### config.mk
export PLATFORM = sky130hd
export DESIGN_NAME = sjis_glyph_address_calc_core
export DESIGN_NICKNAME = d
export VERILOG_FILES = /design/src/sgac_pkg.sv /design/src/sjis_glyph_address_calc_core.sv
export SDC_FILE = /design/constraint.sdc
export NUM_CORES = 1
export LEC_CHECK = 0
export BUFFER_PORTS_ARGS = -buffer_cell sky130_fd_sc_hd__buf_2
export CAP_MARGIN = 20
export CORE_MARGIN = 1
export CORE_UTILIZATION = 45
export CTS_BUF_LIST = sky130_fd_sc_hd__clkbuf_4 sky130_fd_sc_hd__clkbuf_8
export CTS_CLUSTER_DIAMETER = 60
export DETAILED_ROUTE_END_ITERATION = 16
export GPL_TIMING_DRIVEN = 0
export PLACE_DENSITY_LB_ADDON = 0.1
export SLEW_MARGIN = 10
export SYNTH_ARGS = -nofsm -noshare
export SYNTH_HDL_FRONTEND = slang
export SYNTH_SLANG_ARGS = --single-unit
export TNS_END_PERCENT = 30
### constraint.sdc
create_clock -name clk -period 9.11 [get_ports clk]
set_input_delay 1.822 -clock clk [delete_from_list [all_inputs] [get_ports clk]]
set_output_delay 1.822 -clock clk [all_outputs]
set_load 0.02 [all_outputs]
### src/sgac_pkg.sv
// Shared types, constants and helper functions for the Shift-JIS glyph address core.
// Used by sjis_glyph_address_calc_core and sgac_checker; no other dependencies.
package sgac_pkg;

    // Request: one Shift-JIS byte pair, or two half-width characters.
    typedef struct packed {
        logic [7:0] lead_byte;
        logic [7:0] trail_byte;
    } req_t;

    // Result: the font file offsets for one request.
    typedef struct packed {
        logic        is_half_width;
        logic [1:0]  column_count;
        logic [19:0] first_address;
        logic [14:0] second_address;
    } result_t;

    // Decoded request between the classify stage and the address stage.
    typedef struct packed {
        logic                is_half;
        logic [1:0]          count;
        logic [14:0]         half_first;
        logic [14:0]         half_second;
        logic                fixed;
        logic [11:0]         fixed_addr;
        logic [4:0]          row;
        logic signed [10:0]  lin;
        logic                use164;
        logic signed [17:0]  offset;
    } mid_t;

    localparam logic [11:0] SPACE_FULL = 12'h467;
    localparam logic [11:0] QMARK_FULL = 12'h987;

    localparam logic [1:0] COLS_ONE = 2'd1;
    localparam logic [1:0] COLS_TWO = 2'd2;

    // Kanji rows advance by 31020 bytes (256*165 - 11055 - 165).
    localparam logic [19:0] ROW_STEP = 20'd31020;

    localparam logic signed [17:0] OFS_KANJI_A   = 18'sd87162;
    localparam logic signed [17:0] OFS_KANJI_B   = 18'sd80067;
    localparam logic signed [17:0] OFS_KANJI_EXT = 18'sd95412;

    function automatic logic is_half(input logic [7:0] c);
        return ((c >= 8'h20) && (c <= 8'h7E)) || ((c >= 8'hA1) && (c <= 8'hDF));
    endfunction

    // Three linear segments of the half-width font.
    function automatic logic [14:0] half_addr(input logic [7:0] c);
        logic [14:0] idx;
        logic [14:0] addr;
        if (c <= 8'h63)
        begin
            idx  = 15'(c - 8'h20);
            addr = 15'h1346 + idx * 15'd126;
        end
        else if (c <= 8'h7E)
        begin
            idx  = 15'(c - 8'h64);
            addr = 15'h34BF + idx * 15'd127;
        end
        else
        begin
            idx  = 15'(c - 8'hA1);
            addr = 15'h4226 + idx * 15'd129;
        end
        return addr;
    endfunction

endpackage

### src/sjis_glyph_address_calc_core.sv
// Shift-JIS glyph address core: byte pair in, half-width or full-width font offsets out.
// Depends on sgac_pkg for the request/result structs, constants and half-width mapping.
//
//   channel   | signals                 | handshake
//   ----------+-------------------------+----------------------------------------
//   request   | start, busy, request    | taken at a clock edge with start & !busy
//   result    | done, result            | valid for one cycle, always taken
//
// One request per clock cycle; busy is never raised.
// Three registers lie between a request and its result: input register, classify register, result register.
// The address stage holds one constant-row multiply and one 11x10 multiply, then a sum.
// Reset clears the valid bits of all three stages; payload registers are not reset.
// The receiver cannot stall, so nothing ever backs up.
module sjis_glyph_address_calc_core
    import sgac_pkg::*;
(
    input  logic    clk,
    input  logic    rst_n,
    input  logic    start,
    output logic    busy,
    input  req_t    request,
    output logic    done,
    output result_t result
);

    // Stage 0: captured request
    logic    in_valid_reg;
    req_t    in_reg;

    // Stage 1: classified request
    logic    mid_valid_reg;
    mid_t    mid_reg;
    mid_t    mid_next;

    // Stage 2: result
    logic    out_valid_reg;
    result_t out_reg;
    result_t out_next;

    assign busy   = 1'b0;
    assign done   = out_valid_reg;
    assign result = out_reg;

    // Advance the valid bits every cycle.
    always_ff @(posedge clk or negedge rst_n)
    begin
        if (!rst_n)
        begin
            in_valid_reg  <= 1'b0;
            mid_valid_reg <= 1'b0;
            out_valid_reg <= 1'b0;
        end
        else
        begin
            in_valid_reg  <= start && !busy;
            mid_valid_reg <= in_valid_reg;
            out_valid_reg <= mid_valid_reg;
        end
    end

    always_ff @(posedge clk)
    begin
        in_reg  <= request;
        mid_reg <= mid_next;
        out_reg <= out_next;
    end

    // Classify: half-width addresses directly, full-width codes by range into
    // row * ROW_STEP + lin * (164 or 165) + offset, or a fixed glyph.
    always_comb
    begin
        logic [15:0] code;
        logic [7:0]  hi;
        logic [7:0]  lo;
        logic [10:0] lo_rel;

        hi     = in_reg.lead_byte;
        lo     = in_reg.trail_byte;
        code   = {hi, lo};
        lo_rel = 11'({3'b000, lo}) - 11'h09F;

        mid_next             = '0;
        mid_next.is_half     = is_half(hi);
        mid_next.count       = COLS_TWO;
        mid_next.fixed_addr  = SPACE_FULL;

        if (is_half(hi))
        begin
            mid_next.half_first = half_addr(hi);
            if (is_half(lo))
            begin
                mid_next.half_second = half_addr(lo);
            end
            else
            begin
                mid_next.count = COLS_ONE;
            end
        end
        else if ((code >= 16'h8140) && (code <= 16'h83D6))
        begin
            // Symbols, alphanumerics, kana, Greek
            mid_next.use164 = 1'b1;
            mid_next.lin    = 11'(code - 16'h8140);
            if (code <= 16'h817E)       mid_next.offset = 18'sd1127;
            else if (code <= 16'h81AC)  mid_next.offset = 18'sd963;
            else if (code <= 16'h81BF)  mid_next.offset = -18'sd841;
            else if (code <= 16'h81CE)  mid_next.offset = -18'sd2153;
            else if (code <= 16'h81E8)  mid_next.offset = -18'sd3957;
            else if (code <= 16'h81F7)  mid_next.offset = -18'sd5105;
            else if (code == 16'h81FC)  mid_next.offset = -18'sd5761;
            else if (code <= 16'h8258)  mid_next.offset = -18'sd19209;
            else if (code <= 16'h8279)  mid_next.offset = -18'sd20357;
            else if (code <= 16'h829A)  mid_next.offset = -18'sd21505;
            else if (code <= 16'h82F1)  mid_next.offset = -18'sd22161;
            else if (code <= 16'h837E)  mid_next.offset = -18'sd34953;
            else if (code <= 16'h8396)  mid_next.offset = -18'sd35117;
            else if (code <= 16'h83B6)  mid_next.offset = -18'sd36429;
            else if (code >= 16'h83BF)  mid_next.offset = -18'sd37741;
            else                        mid_next.fixed  = 1'b1;
        end
        else if ((code >= 16'h8440) && (code <= 16'h84BE))
        begin
            // Cyrillic and box lines
            mid_next.lin = 11'(code - 16'h8440);
            if (code <= 16'h8460)       mid_next.offset = 18'sd70992;
            else if (code <= 16'h847E)  mid_next.offset = 18'sd68517;
            else if (code <= 16'h8491)  mid_next.offset = 18'sd68352;
            else if (code >= 16'h849F)  mid_next.offset = 18'sd66207;
            else                        mid_next.fixed  = 1'b1;
        end
        else if ((code >= 16'h8740) && (code <= 16'h879E))
        begin
            // Row 13 shows the question mark glyph
            mid_next.fixed      = 1'b1;
            mid_next.fixed_addr = QMARK_FULL;
        end
        else if ((code >= 16'h889F) && (code <= 16'h88FC))
        begin
            mid_next.lin    = 11'(code - 16'h889F);
            mid_next.offset = OFS_KANJI_A;
        end
        else if ((code >= 16'h8940) && (code <= 16'h9872))
        begin
            // Level-1 kanji: low half of the trail range shifts by one cell
            mid_next.fixed  = (lo == 8'h7F);
            mid_next.row    = 5'(hi - 8'h88);
            mid_next.lin    = lo_rel + {10'b0, lo <= 8'h7E};
            mid_next.offset = OFS_KANJI_A;
        end
        else if ((code >= 16'h989F) && (code <= 16'h9FFC))
        begin
            // Level-2 kanji, lower lead bytes
            mid_next.fixed  = (lo == 8'h7F);
            mid_next.row    = 5'(hi - 8'h88);
            mid_next.lin    = lo_rel + {10'b0, lo <= 8'h7E};
            mid_next.offset = OFS_KANJI_B;
        end
        else if ((code >= 16'hE040) && (code <= 16'hEAA4))
        begin
            // Level-2 kanji, upper lead bytes: high half of the trail range drops one cell
            mid_next.fixed  = (lo == 8'h7F);
            mid_next.row    = 5'(hi - 8'hE0);
            mid_next.lin    = lo_rel - {10'b0, lo >= 8'h80};
            mid_next.offset = OFS_KANJI_EXT;
        end
        else
        begin
            mid_next.fixed = 1'b1;
        end
    end

    // Address stage: half-width or fixed address kept, else full-width offset; space glyph if negative.
    always_comb
    begin
        logic        [19:0] prod_row;
        logic signed [9:0]  mult;
        logic signed [20:0] prod_lin;
        logic signed [22:0] sum;

        prod_row = 20'(mid_reg.row) * ROW_STEP;
        mult     = mid_reg.use164 ? 10'sd164 : 10'sd165;
        prod_lin = mid_reg.lin * mult;
        sum      = $signed({3'b000, prod_row}) + 23'(prod_lin) + 23'(mid_reg.offset);

        out_next.is_half_width  = mid_reg.is_half;
        out_next.column_count   = mid_reg.count;
        out_next.second_address = mid_reg.half_second;

        if (mid_reg.is_half)
        begin
            out_next.first_address = {5'b0, mid_reg.half_first};
        end
        else if (mid_reg.fixed)
        begin
            out_next.first_address = {8'b0, mid_reg.fixed_addr};
        end
        else if (sum[22])
        begin
            out_next.first_address = {8'b0, SPACE_FULL};
        end
        else
        begin
            out_next.first_address = sum[19:0];
        end
    end

endmodule

### Word level (Yosys, flattened, before mapping)

Index checks and enable logic that the tools add are counted.

| word-level totals | value |
|---|---|
| input port bits | 19 |
| output and inout port bits | 40 |
| flip-flop bits (word level) | 138 |
| logic and storage cells | 182 |

| operators by class | value |
|---|---|
| $add $sub $neg | 22 |
| reduce and logical (&&, ||, !) cells | 17 |
| multiply operators | 8 |
| $lt $le $gt $ge | 43 |
| eq/ne operators | 2 |
| muxes and demuxes | 70 |

Operator list:

| kind | number |
|---|---|
| 16-bit <= comparator, second input constant | 23 |
| 18-bit 2-to-1 mux | 17 |
| 17-bit 2-to-1 mux | 9 |
| 16-bit >= comparator, second input constant | 9 |
| 15-bit 2-to-1 mux | 7 |
| 16-bit 2-to-1 mux | 3 |
| 11-bit 2-to-1 mux | 4 |
| 8-bit by 7-bit <= comparator with 1-bit output, second input constant | 4 |
| 13-bit by 15-bit adder with 15-bit output, first input constant | 2 |
| 14-bit by 15-bit adder with 15-bit output, first input constant | 2 |
| 15-bit adder, first input constant | 2 |
| 15-bit by 6-bit multiplier with 14-bit output, second input constant | 2 |
| 9-bit by 8-bit multiplier with 15-bit output, second input constant | 2 |
| 9-bit by 9-bit multiplier with 15-bit output, second input constant | 2 |
| 1-bit 2-to-1 mux | 28 |
| 8-bit by 8-bit subtractor with 9-bit output, second input constant | 3 |
| 8-bit >= comparator, second input constant | 3 |
| 22-bit by 18-bit adder with 23-bit output | 1 |
| 21-bit by 20-bit adder with 22-bit output | 1 |
| 11-bit by 9-bit multiplier with 20-bit output | 1 |
| 5-bit by 13-bit multiplier with 18-bit output, second input constant | 1 |
| 8-bit by 6-bit subtractor with 9-bit output, second input constant | 2 |
| 8-bit by 7-bit subtractor with 9-bit output, second input constant | 2 |
| 16-bit == test, second input constant | 1 |
| 17 further kinds | 31 |

### Logic depth before layout (Yosys ltp)

Gate-level depths: netlist of the first run.

| depth | value |
|---|---|
| depth after elaboration | 17 |
| depth in mapped cells | 29 |

### Least setup slack after synthesis of the first run

OpenSTA, ideal clock, no wires.

| timing | value |
|---|---|
| kind | flip-flop to flip-flop |
| from | reg mid_reg[33] (netlist name) |
| to | reg out_reg (netlist bit result[24]) |
| cell stages (with the launch flop) | 28 |
| setup slack | 2.714 ns |
| clock period less this slack | 6.396 ns |
| arrival | 6.265 ns |
| cells stage by stage | dfxtp_1 -> inv_1 -> ha_1 -> xnor2_1 -> ha_1 -> a21o_1 -> ha_1 -> ha_1 -> o2111ai_1 -> a21oi_1 -> nor2_1 -> a211o_1 -> xnor2_1 -> fa_1 -> fa_1 -> fa_1 -> inv_1 -> ha_1 -> a21o_1 -> a21o_1 -> a21oi_1 -> o21ai_0 -> a21oi_1 -> mux2i_1 -> and2_1 -> clkbuf_1 -> clkbuf_1 -> o31ai_1 |

RTL lines:

| what | line | RTL |
|---|---|---|
| from (decl) | sjis_glyph_address_calc_core.sv:32 | `mid_t mid_reg;` |
| from (signal assigned) | sjis_glyph_address_calc_core.sv:64 | `mid_reg <= mid_next;` |
| to (signal assigned) | sjis_glyph_address_calc_core.sv:65 | `out_reg <= out_next;` |
| to (decl) | sjis_glyph_address_calc_core.sv:37 | `result_t out_reg;` |

==> metrics.md, run 1 <==
| Metric | Value |
|---|---|
| Outcome | complete, but fails checks |
| Violated checks | design-rule violations |
| Worst slew margin | 29.94% |
| Total global-route track usage | 27.74% |
| DRC | 2 |
| Setup CP Type | register to register |
| Pwr dens | between 200 and 300 mW/mm^2 |
| Clk root buf | clkbuf_8 |
| Worst Setup Start Kind | register |
| Comb power frac | between 70% and 80% |
| Min cycle time layout | 7.571 ns |
| R2R cell count | 27 |
| Effective utilization at floorplan | a little under half |
| Row cnt | 74 |
| Sequential power share | a little over an eighth |
| Synth area leaders | ha_1 (20%), fa_1 (18%), dfxtp_1 (13%) |
| Max Clk Rate | 132.1 MHz |
| Mean Syn Cell Area | approximately 8.7 sq um |
| Hold path startpoint | mid_reg[51] |
| Cts hold-fix bufs | 0 |
| Most area-hungry cell type in the Yosys netlist | ha_1 |
| Total power | between 5 and 6 mW |
| Reg clk slew, reported paths | 0.09 ns |
| Initial antenna violation count | 2 |
| Die Wd | 206.7 microns |
| Hold Crit Class | register to register |
| Die area | about 0.043 sq mm |
| Worst path required time | between 9 and 10 ns |
| RSZ-0062 raised after global routing | no |
| Finish-stage setup viols | 0 |
| Max rail drop VDD | slightly above 0.6 mV |
| Tcrit/Tclk final | between 80% and 90% |
| Clock group share of total power | approximately a tenth |
| DRT iter0 DRCs | approximately 1500 |
| Setup crit end kind | register |
| Vias | 16023 |
| Port Buffers | 57 |
| CTS buffer count | 17 |
| Post-synth ARST share | 2.344% |
| Post-synthesis register bit count | about 130 |
| Maximum Capacitance Violations | 0 |
| Sink Count | between 100 and 150 |
| Layout cells sized above 1 | between 6 and 7% |
| Final setup margin | around 1.5 ns |
| Internal | around 2.7 mW |
| Detail Route Antenna Nets | 0 |
| Vias in the first global route | 16032 |
| Layout filler cell count | just over 4000 |
| Setup_tns | 0 ns |
| Die Y | 206.7 microns |
| Clock tree from TritonCTS | done |
| Commonest non-fill, non-tap cell in the layout | inv_1 |
| DR WL/cell | about 20 microns |
| Post-cts gate resize count | 0 |
| Leakage dissipation | 9.463 nW |
| Clock Tree Buf Depth | 2 |
| Arrival time at the worst endpoint | 7.99 ns |
| Number of vias per cell | around 5.7 |
| Post-Syn Instances | approximately 2200 |
| Clock Latency Late Sink | ~0.57 ns |
| H-tree levels | 4 |
| Worst-Margin Slew | 1.051 ns |
| FF-to-FF setup slack | about 1.5 ns |
| Crit Path Max Fanout | 10 |
| Area delta synth->final | 7.407% |
| Post-synth EDFFs | 0 |
| Largest register FFs | just over 70 |
| Switching share of power | between 50% and 60% |
| YS warnings | 0 |
| First-pass GRT wire length | roughly 89 mm |
| HPWL after DPL | 47.10 mm |
| Yosys top cell area share | 19.98% |
| Sequential share of the synthesized area | roughly 14% |
| WL final | between 50 and 60 mm |
| RD Place Congestion | around 0.99 |
| Distinct cell type count after synthesis | 99 |
| Reg-to-reg startpoint | mid_reg[33] |
| Core area | a little over 0.04 sq mm |
| Global route overflow | 0 |
| Final non-filler cell total | 2800 |
| Final Hold Viols | 0 |
| Most frequent cells in the layout | inv_1 (302), ha_1 (301), fa_1 (170), nand2_1 (161), dfxtp_1 (125) |
| Switching power | 2.937 mW |
| Hold Slack | 0.3286 ns |
| Final Max Slew Viols | 0 |
| Largest net degree at the start of global routing | 17 |
| Place WS | 1.542 ns |
| Nets@finish | 2745 |
| Dpl cells | approximately 2800 |
| # Post-CTS Setup Buffers | 0 |
| Drt pass-1 iters | 12 |
| Hold endpoint | result[3] |
| IO Pins | just under 60 |
| Worst r2r dst | result[24] |
| Synth Flop Type | dfxtp_1 |
| Synth Cell Area | 0.01885 sq mm |
| Clock Skew | approximately 0.035 ns |
| Hold Crit Depth | 0 |
| Antenna fix cells | 0 |
power by group through the flow:
stage / registers [mW] / logic [mW] / clock network [mW]
global route: 0.740 / 4.86 / 0.587
global placement: 0.741 / 4.23 / 0
CTS: 0.729 / 4.30 / 0.564
finish: 0.727 / 4.34 / 0.543
floorplan: 0.790 / 3.12 / 0
detailed placement: 0.742 / 4.27 / 0
worst max path at each step:
stage / start / endpoint / slack [ns] / cells past startpoint
after floorplan: mid_reg[33] / result[24] / 2.71 / 27
after global placement: mid_reg[33] / result[18] / 1.62 / 27
after detailed placement: mid_reg[33] / result[24] / 1.54 / 27
after CTS: mid_reg[33] / result[24] / 1.50 / 27
after global routing: mid_reg[33] / result[26] / 0.95 / 27
final: mid_reg[33] / result[24] / 1.54 / 27
worst max-delay path, stage by stage (launching register included):
cell      delay (ns)
dfxtp_1         0.55
inv_1           0.14
ha_1            0.36
xnor2_1         0.14
ha_1            0.18
a21o_1          0.16
ha_1            0.18
ha_1            0.33
a31oi_1         0.24
o21ai_0         0.17
a211oi_1        0.33
o21ai_0         0.19
nand2_1         0.11
xor2_1          0.22
fa_1            0.49
fa_1            0.48
fa_1            0.60
inv_1           0.07
ha_1            0.33
a21o_1          0.18
a21oi_1         0.17
o21ai_0         0.10
a21oi_1         0.17
mux2i_1         0.44
and2_1          0.19
clkbuf_1        0.32
clkbuf_1        0.43
o31ai_1         0.15
Yosys cell counts (all sizes together), types with 20 or more instances:
cell type  count
xnor2        114
o31ai         20
inv          303
nor3          57
nand2        162
o21a          30
o21ai         98
a21o          32
a21oi        113
and2          24
a211oi        31
fa           170
nor2b         21
xor2          60
nand3         43
clkbuf        50
nor2         101
dfxtp        125
ha           301
per-layer routing:
metal  vias up  share of wire, %  global-route usage (%)
met3        65               6.7                   5.024
met4         2               1.8                   7.012
met1      7794                48                   39.47
met2       535                44                   43.06
li1       7627                 -                       -
met5         -             0.021                       0
cell families (layout without fill, tap and decap cells):
logic type,after synthesis,count (layout),share of synthesized area (%)
AOI/OAI and AO/OA,501,501,17.99
xor gates and xnor gates,174,174,8.084
adders and majority gates,471,471,38.03
buffers and inverters,376,465,8.031
DFF,128,128,13.67
muxes,11,11,0.6106
other,2,7,0.03984
and+or+nand+nor,511,511,13.53
stage by stage:
stage,util [%],area (sq um)
floorplan,-,18870
global placement,48.21,19820
detailed placement,48.23,19830
CTS,49.25,20250
global route,49.25,20250
finish,49.25,20250
cell type report:
cell class / instances / area (sq um) / area share [%]
multi-input combinational: 1675 / 14790 / 73.03
sequential: 128 / 2577 / 12.73
inverter: 309 / 1160 / 5.729
tap: 532 / 665.6 / 3.288
buffer: 67 / 354.1 / 1.749
timing repair buffer: 57 / 285.3 / 1.409
clock buffer: 20 / 269.0 / 1.329
clock inverter: 12 / 148.9 / 0.7354
Power figures use the tool's default switching activity.
==> run 2, diff against run 1 <==
==> constraint.sdc (replaced) <==
create_clock -name clk -period 6.3 [get_ports clk]
set_input_delay 1.26 -clock clk [delete_from_list [all_inputs] [get_ports clk]]
set_output_delay 1.26 -clock clk [all_outputs]
set_load 0.02 [all_outputs]
==> run 2 against run 1 <==
The flow still finishes with violations (design-rule violations). Largest cell class unchanged. Register-to-register slack got worse by 1.4 ns. Critical path type unchanged. Non-clock buffer count increased by 22. Critical path depth decreased by 4.
==> metrics.md, run 2 (synthesis gave the netlist of run 1 again) <==
| Metric | Value |
|---|---|
| Clock Skew | 0.03357 ns (-0.001526 ns) |
| Max rail drop VDD | 0.9489 mV (+56%) |
| Dpl cells | 2769 (+0.036%) |
| Largest net degree at the start of global routing | 17 (unchanged) |
| Pwr dens | 395.7 mW/mm^2 (+43%) |
| Crit Path Max Fanout | 6 (-4) |
| FF-to-FF setup slack | 0.14 ns (-1.40 ns) |
| Vias in the first global route | 15947 (-0.53%) |
| Hold endpoint | result[8] |
| Setup_tns | 0 ns (unchanged) |
| Nets@finish | 2767 (+0.80%) |
| DRC | 2 (unchanged) |
| Final Max Slew Viols | 0 (unchanged) |
| Initial antenna violation count | 1 (-1) |
| Commonest non-fill, non-tap cell in the layout | inv_1 |
| Core area | 0.04111 sq mm (unchanged) |
| Worst Setup Start Kind | register |
| Placed Area | 0.01983 sq mm (about the same) |
| Layout filler cell count | 3980 (-2.0%) |
| Area delta synth->final | 10.79% |
| IO Pins | 59 (unchanged) |
| Worst r2r dst | result[28] |
| Leakage dissipation | 9.642 nW (+1.9%) |
| Detail Route Antenna Nets | 0 (unchanged) |
| Finished Cell Area | 0.02089 sq mm (+3.2%) |
| Antenna fix cells | 0 (unchanged) |
| Vias | 16195 (+1.1%) |
| Worst path depth | 23 (-15%) |
| CP delay by family, top | adder cells |
| Worst-path cell chain | buf_4 > fa_2 > xor2_1 > ha_1 > ha_1 > ha_1 > inv_1 > o21bai_2 > nand2_2 > xor2_2 > fa_1 > fa_1 > fa_1 > inv_1 > ha_4 > a21o_1 > a21oi_2 > o21ai_2 > a21oi_2 > mux2i_2 > and2_4 > clkbuf_16 > o31ai_1 |
| Crit-path slowest cell | fa_2 |
| DRT iter0 DRCs | 1194 (-23%) |
| Number of vias per cell | 5.743 (+0.36%) |
| Reg clk slew, reported paths | 0.08 ns (about the same) |
| CTS buffer count | 17 (unchanged) |
| Die area | 0.04271 sq mm (unchanged) |
| Sink Count | 128 (unchanged) |
| Effective utilization at floorplan | 45.85% (unchanged) |
| Cts hold-fix bufs | 0 (unchanged) |
| Row cnt | 74 (unchanged) |
| Clk root buf | clkbuf_8 |
| Drt pass-1 iters | 12 (unchanged) |
| Clock Latency Late Sink | 0.54 ns (-0.03 ns) |
| Maximum Capacitance Violations | 0 (unchanged) |
| First-pass GRT wire length | 89.84 mm (+0.48%) |
| DR WL/cell | 20.43 microns (+1.1%) |
| R2R cell count | 23 (-15%) |
| Outcome | complete, but fails checks |
| Crit-path max cell delay | 0.60 ns (about the same) |
| Clock Tree Buf Depth | 2 (unchanged) |
| Clock tree from TritonCTS | done |
| Max Clk Rate | 162.2 MHz (+23%) |
| Finish-stage setup viols | 0 (unchanged) |
| Hold Crit Class | register to register |
| CP Launch Point | mid_reg[32] |
| Tcrit/Tclk final | 97.85% (+15 points) |
| Register area | 0.002605 sq mm (+1.1%) |
| Largest register FFs | 71 (unchanged) |
| RD Place Congestion | 0.9712 (-2.1%) |
| Multi-input logic area | 0.01516 sq mm (+2.5%) |
| Violated checks | design-rule violations |
| Die Y | 206.7 microns (unchanged) |
| Total global-route track usage | 27.88% (+0.15 points) |
| Setup crit end kind | register |
| Port Buffers | 57 (unchanged) |
| Hold path startpoint | mid_reg[56] |
| Die Wd | 206.7 microns (unchanged) |
| Final core occ | 50.80% (+1.6 points) |
| Worst-Margin Slew | 1.097 ns (+0.04647 ns) |
| Worst path required time | 6.69 ns (-2.84 ns) |
| Final non-filler cell total | 2820 (+0.71%) |
| WL final | 57.62 mm (+1.8%) |
| Final Hold Viols | 0 (unchanged) |
| Hold Crit Depth | 0 (unchanged) |
| Min cycle time layout | 6.165 ns (-1.407 ns) |
| Worst slew margin | 26.84% (-3.1 points) |
| RSZ-0062 raised after global routing | yes |
| HPWL after DPL | 47.51 mm (+0.87%) |
| Setup CP Type | register to register |
| Bufs and invs on worst path | 4 (unchanged) |
| Arrival time at the worst endpoint | 6.56 ns (-1.43 ns) |
| Reg-to-reg startpoint | mid_reg[32] |
| Layout cells sized above 1 | 10.97% (+4.4 points) |
| Global route overflow | 0 (unchanged) |
| Most frequent cells in the layout | inv_1 (294), ha_1 (286), fa_1 (169), nand2_1 (159), dfxtp_1 (115) |
| H-tree levels | 4 (unchanged) |
-- run 2: changes by cell type in the layout (fill, tap and decap cells not counted), moves of 8 or more --
cell / previous run / this run
inv_1: 302 / 294
xnor2_1: 114 / 105
dfxtp_1: 125 / 115
clkbuf_1: 44 / 36
ha_4: 0 / 11
buf_4: 1 / 19
xnor2_2: 0 / 8
ha_1: 301 / 286
-- run 2: worst max path at each step --
| stage | slack, ns | end |
|---|---|---|
| 6_report | 0.14 | result[28] |
| 5_1_grt | -0.11 | result[32] |
| 4_1_cts | 0.003 | result[15] |
| 3_5_place_dp | -0.96 | result[26] |
| 3_3_place_gp | -0.87 | result[18] |
| 2_1_floorplan | 0.06 | result[24] |
-- run 2: layout make-up --
type,count,share of cell area [%]
tap,532,3.187
buffer,66,1.821
timing repair buffer,80,2.360
clock buffer,18,1.156
clock inverter,12,0.7788
sequential,128,12.47
inverter,309,5.625
multi-input combinational,1675,72.60
-- run 2: timing repair --
action                                  in CTS  in global routing
gates resized for setup                     39                 73
pin swaps                                    9                 39
endpoints found under the setup margin      34                 29
setup buffers                                7                 14
gates cloned                                 0                  1
-- run 2: worst reg2reg max path, stage by stage (launching register included) --
cell       delay [ns]
dfxtp_4          0.39
buf_4            0.17
fa_2             0.61
xor2_1           0.18
ha_1             0.27
ha_1             0.31
ha_1             0.31
inv_1            0.10
o21bai_2         0.17
nand2_2          0.08
xor2_2           0.16
fa_1             0.56
fa_1             0.46
fa_1             0.57
inv_1            0.07
ha_4             0.25
a21o_1           0.20
a21oi_2          0.16
o21ai_2          0.08
a21oi_2          0.14
mux2i_2          0.31
and2_4           0.27
clkbuf_16        0.16
o31ai_1          0.06
-- run 2: through the flow --
stage / hold WS [ns] / power (mW) / worst slack [ns]
after CTS: 0.3252 / 8.111 / 0.002865
after floorplan: 0.3096 / 5.659 / 0.06485
after global placement: 0.3107 / 7.178 / -0.8719
final: 0.3217 / 8.265 / 0.1354
after global routing: 0.3271 / 9.125 / -0.1095
after detailed placement: 0.3132 / 7.232 / -0.9587
-- run 2: power by group --
group	total (mW)	leakage, nW	switching, mW	internal [mW]
combinational	6.44	8.37	3.84	2.60
sequential	1.05	1.08	0.0702	0.978
clock	0.775	0.199	0.381	0.394
-- run 2: routing by layer --
layer / share of wire, % / GRT usage (%)
met5: 0 / 0
met4: 1.7 / 6.749
met3: 7.6 / 6.295
met2: 44 / 43.38
met1: 47 / 38.94
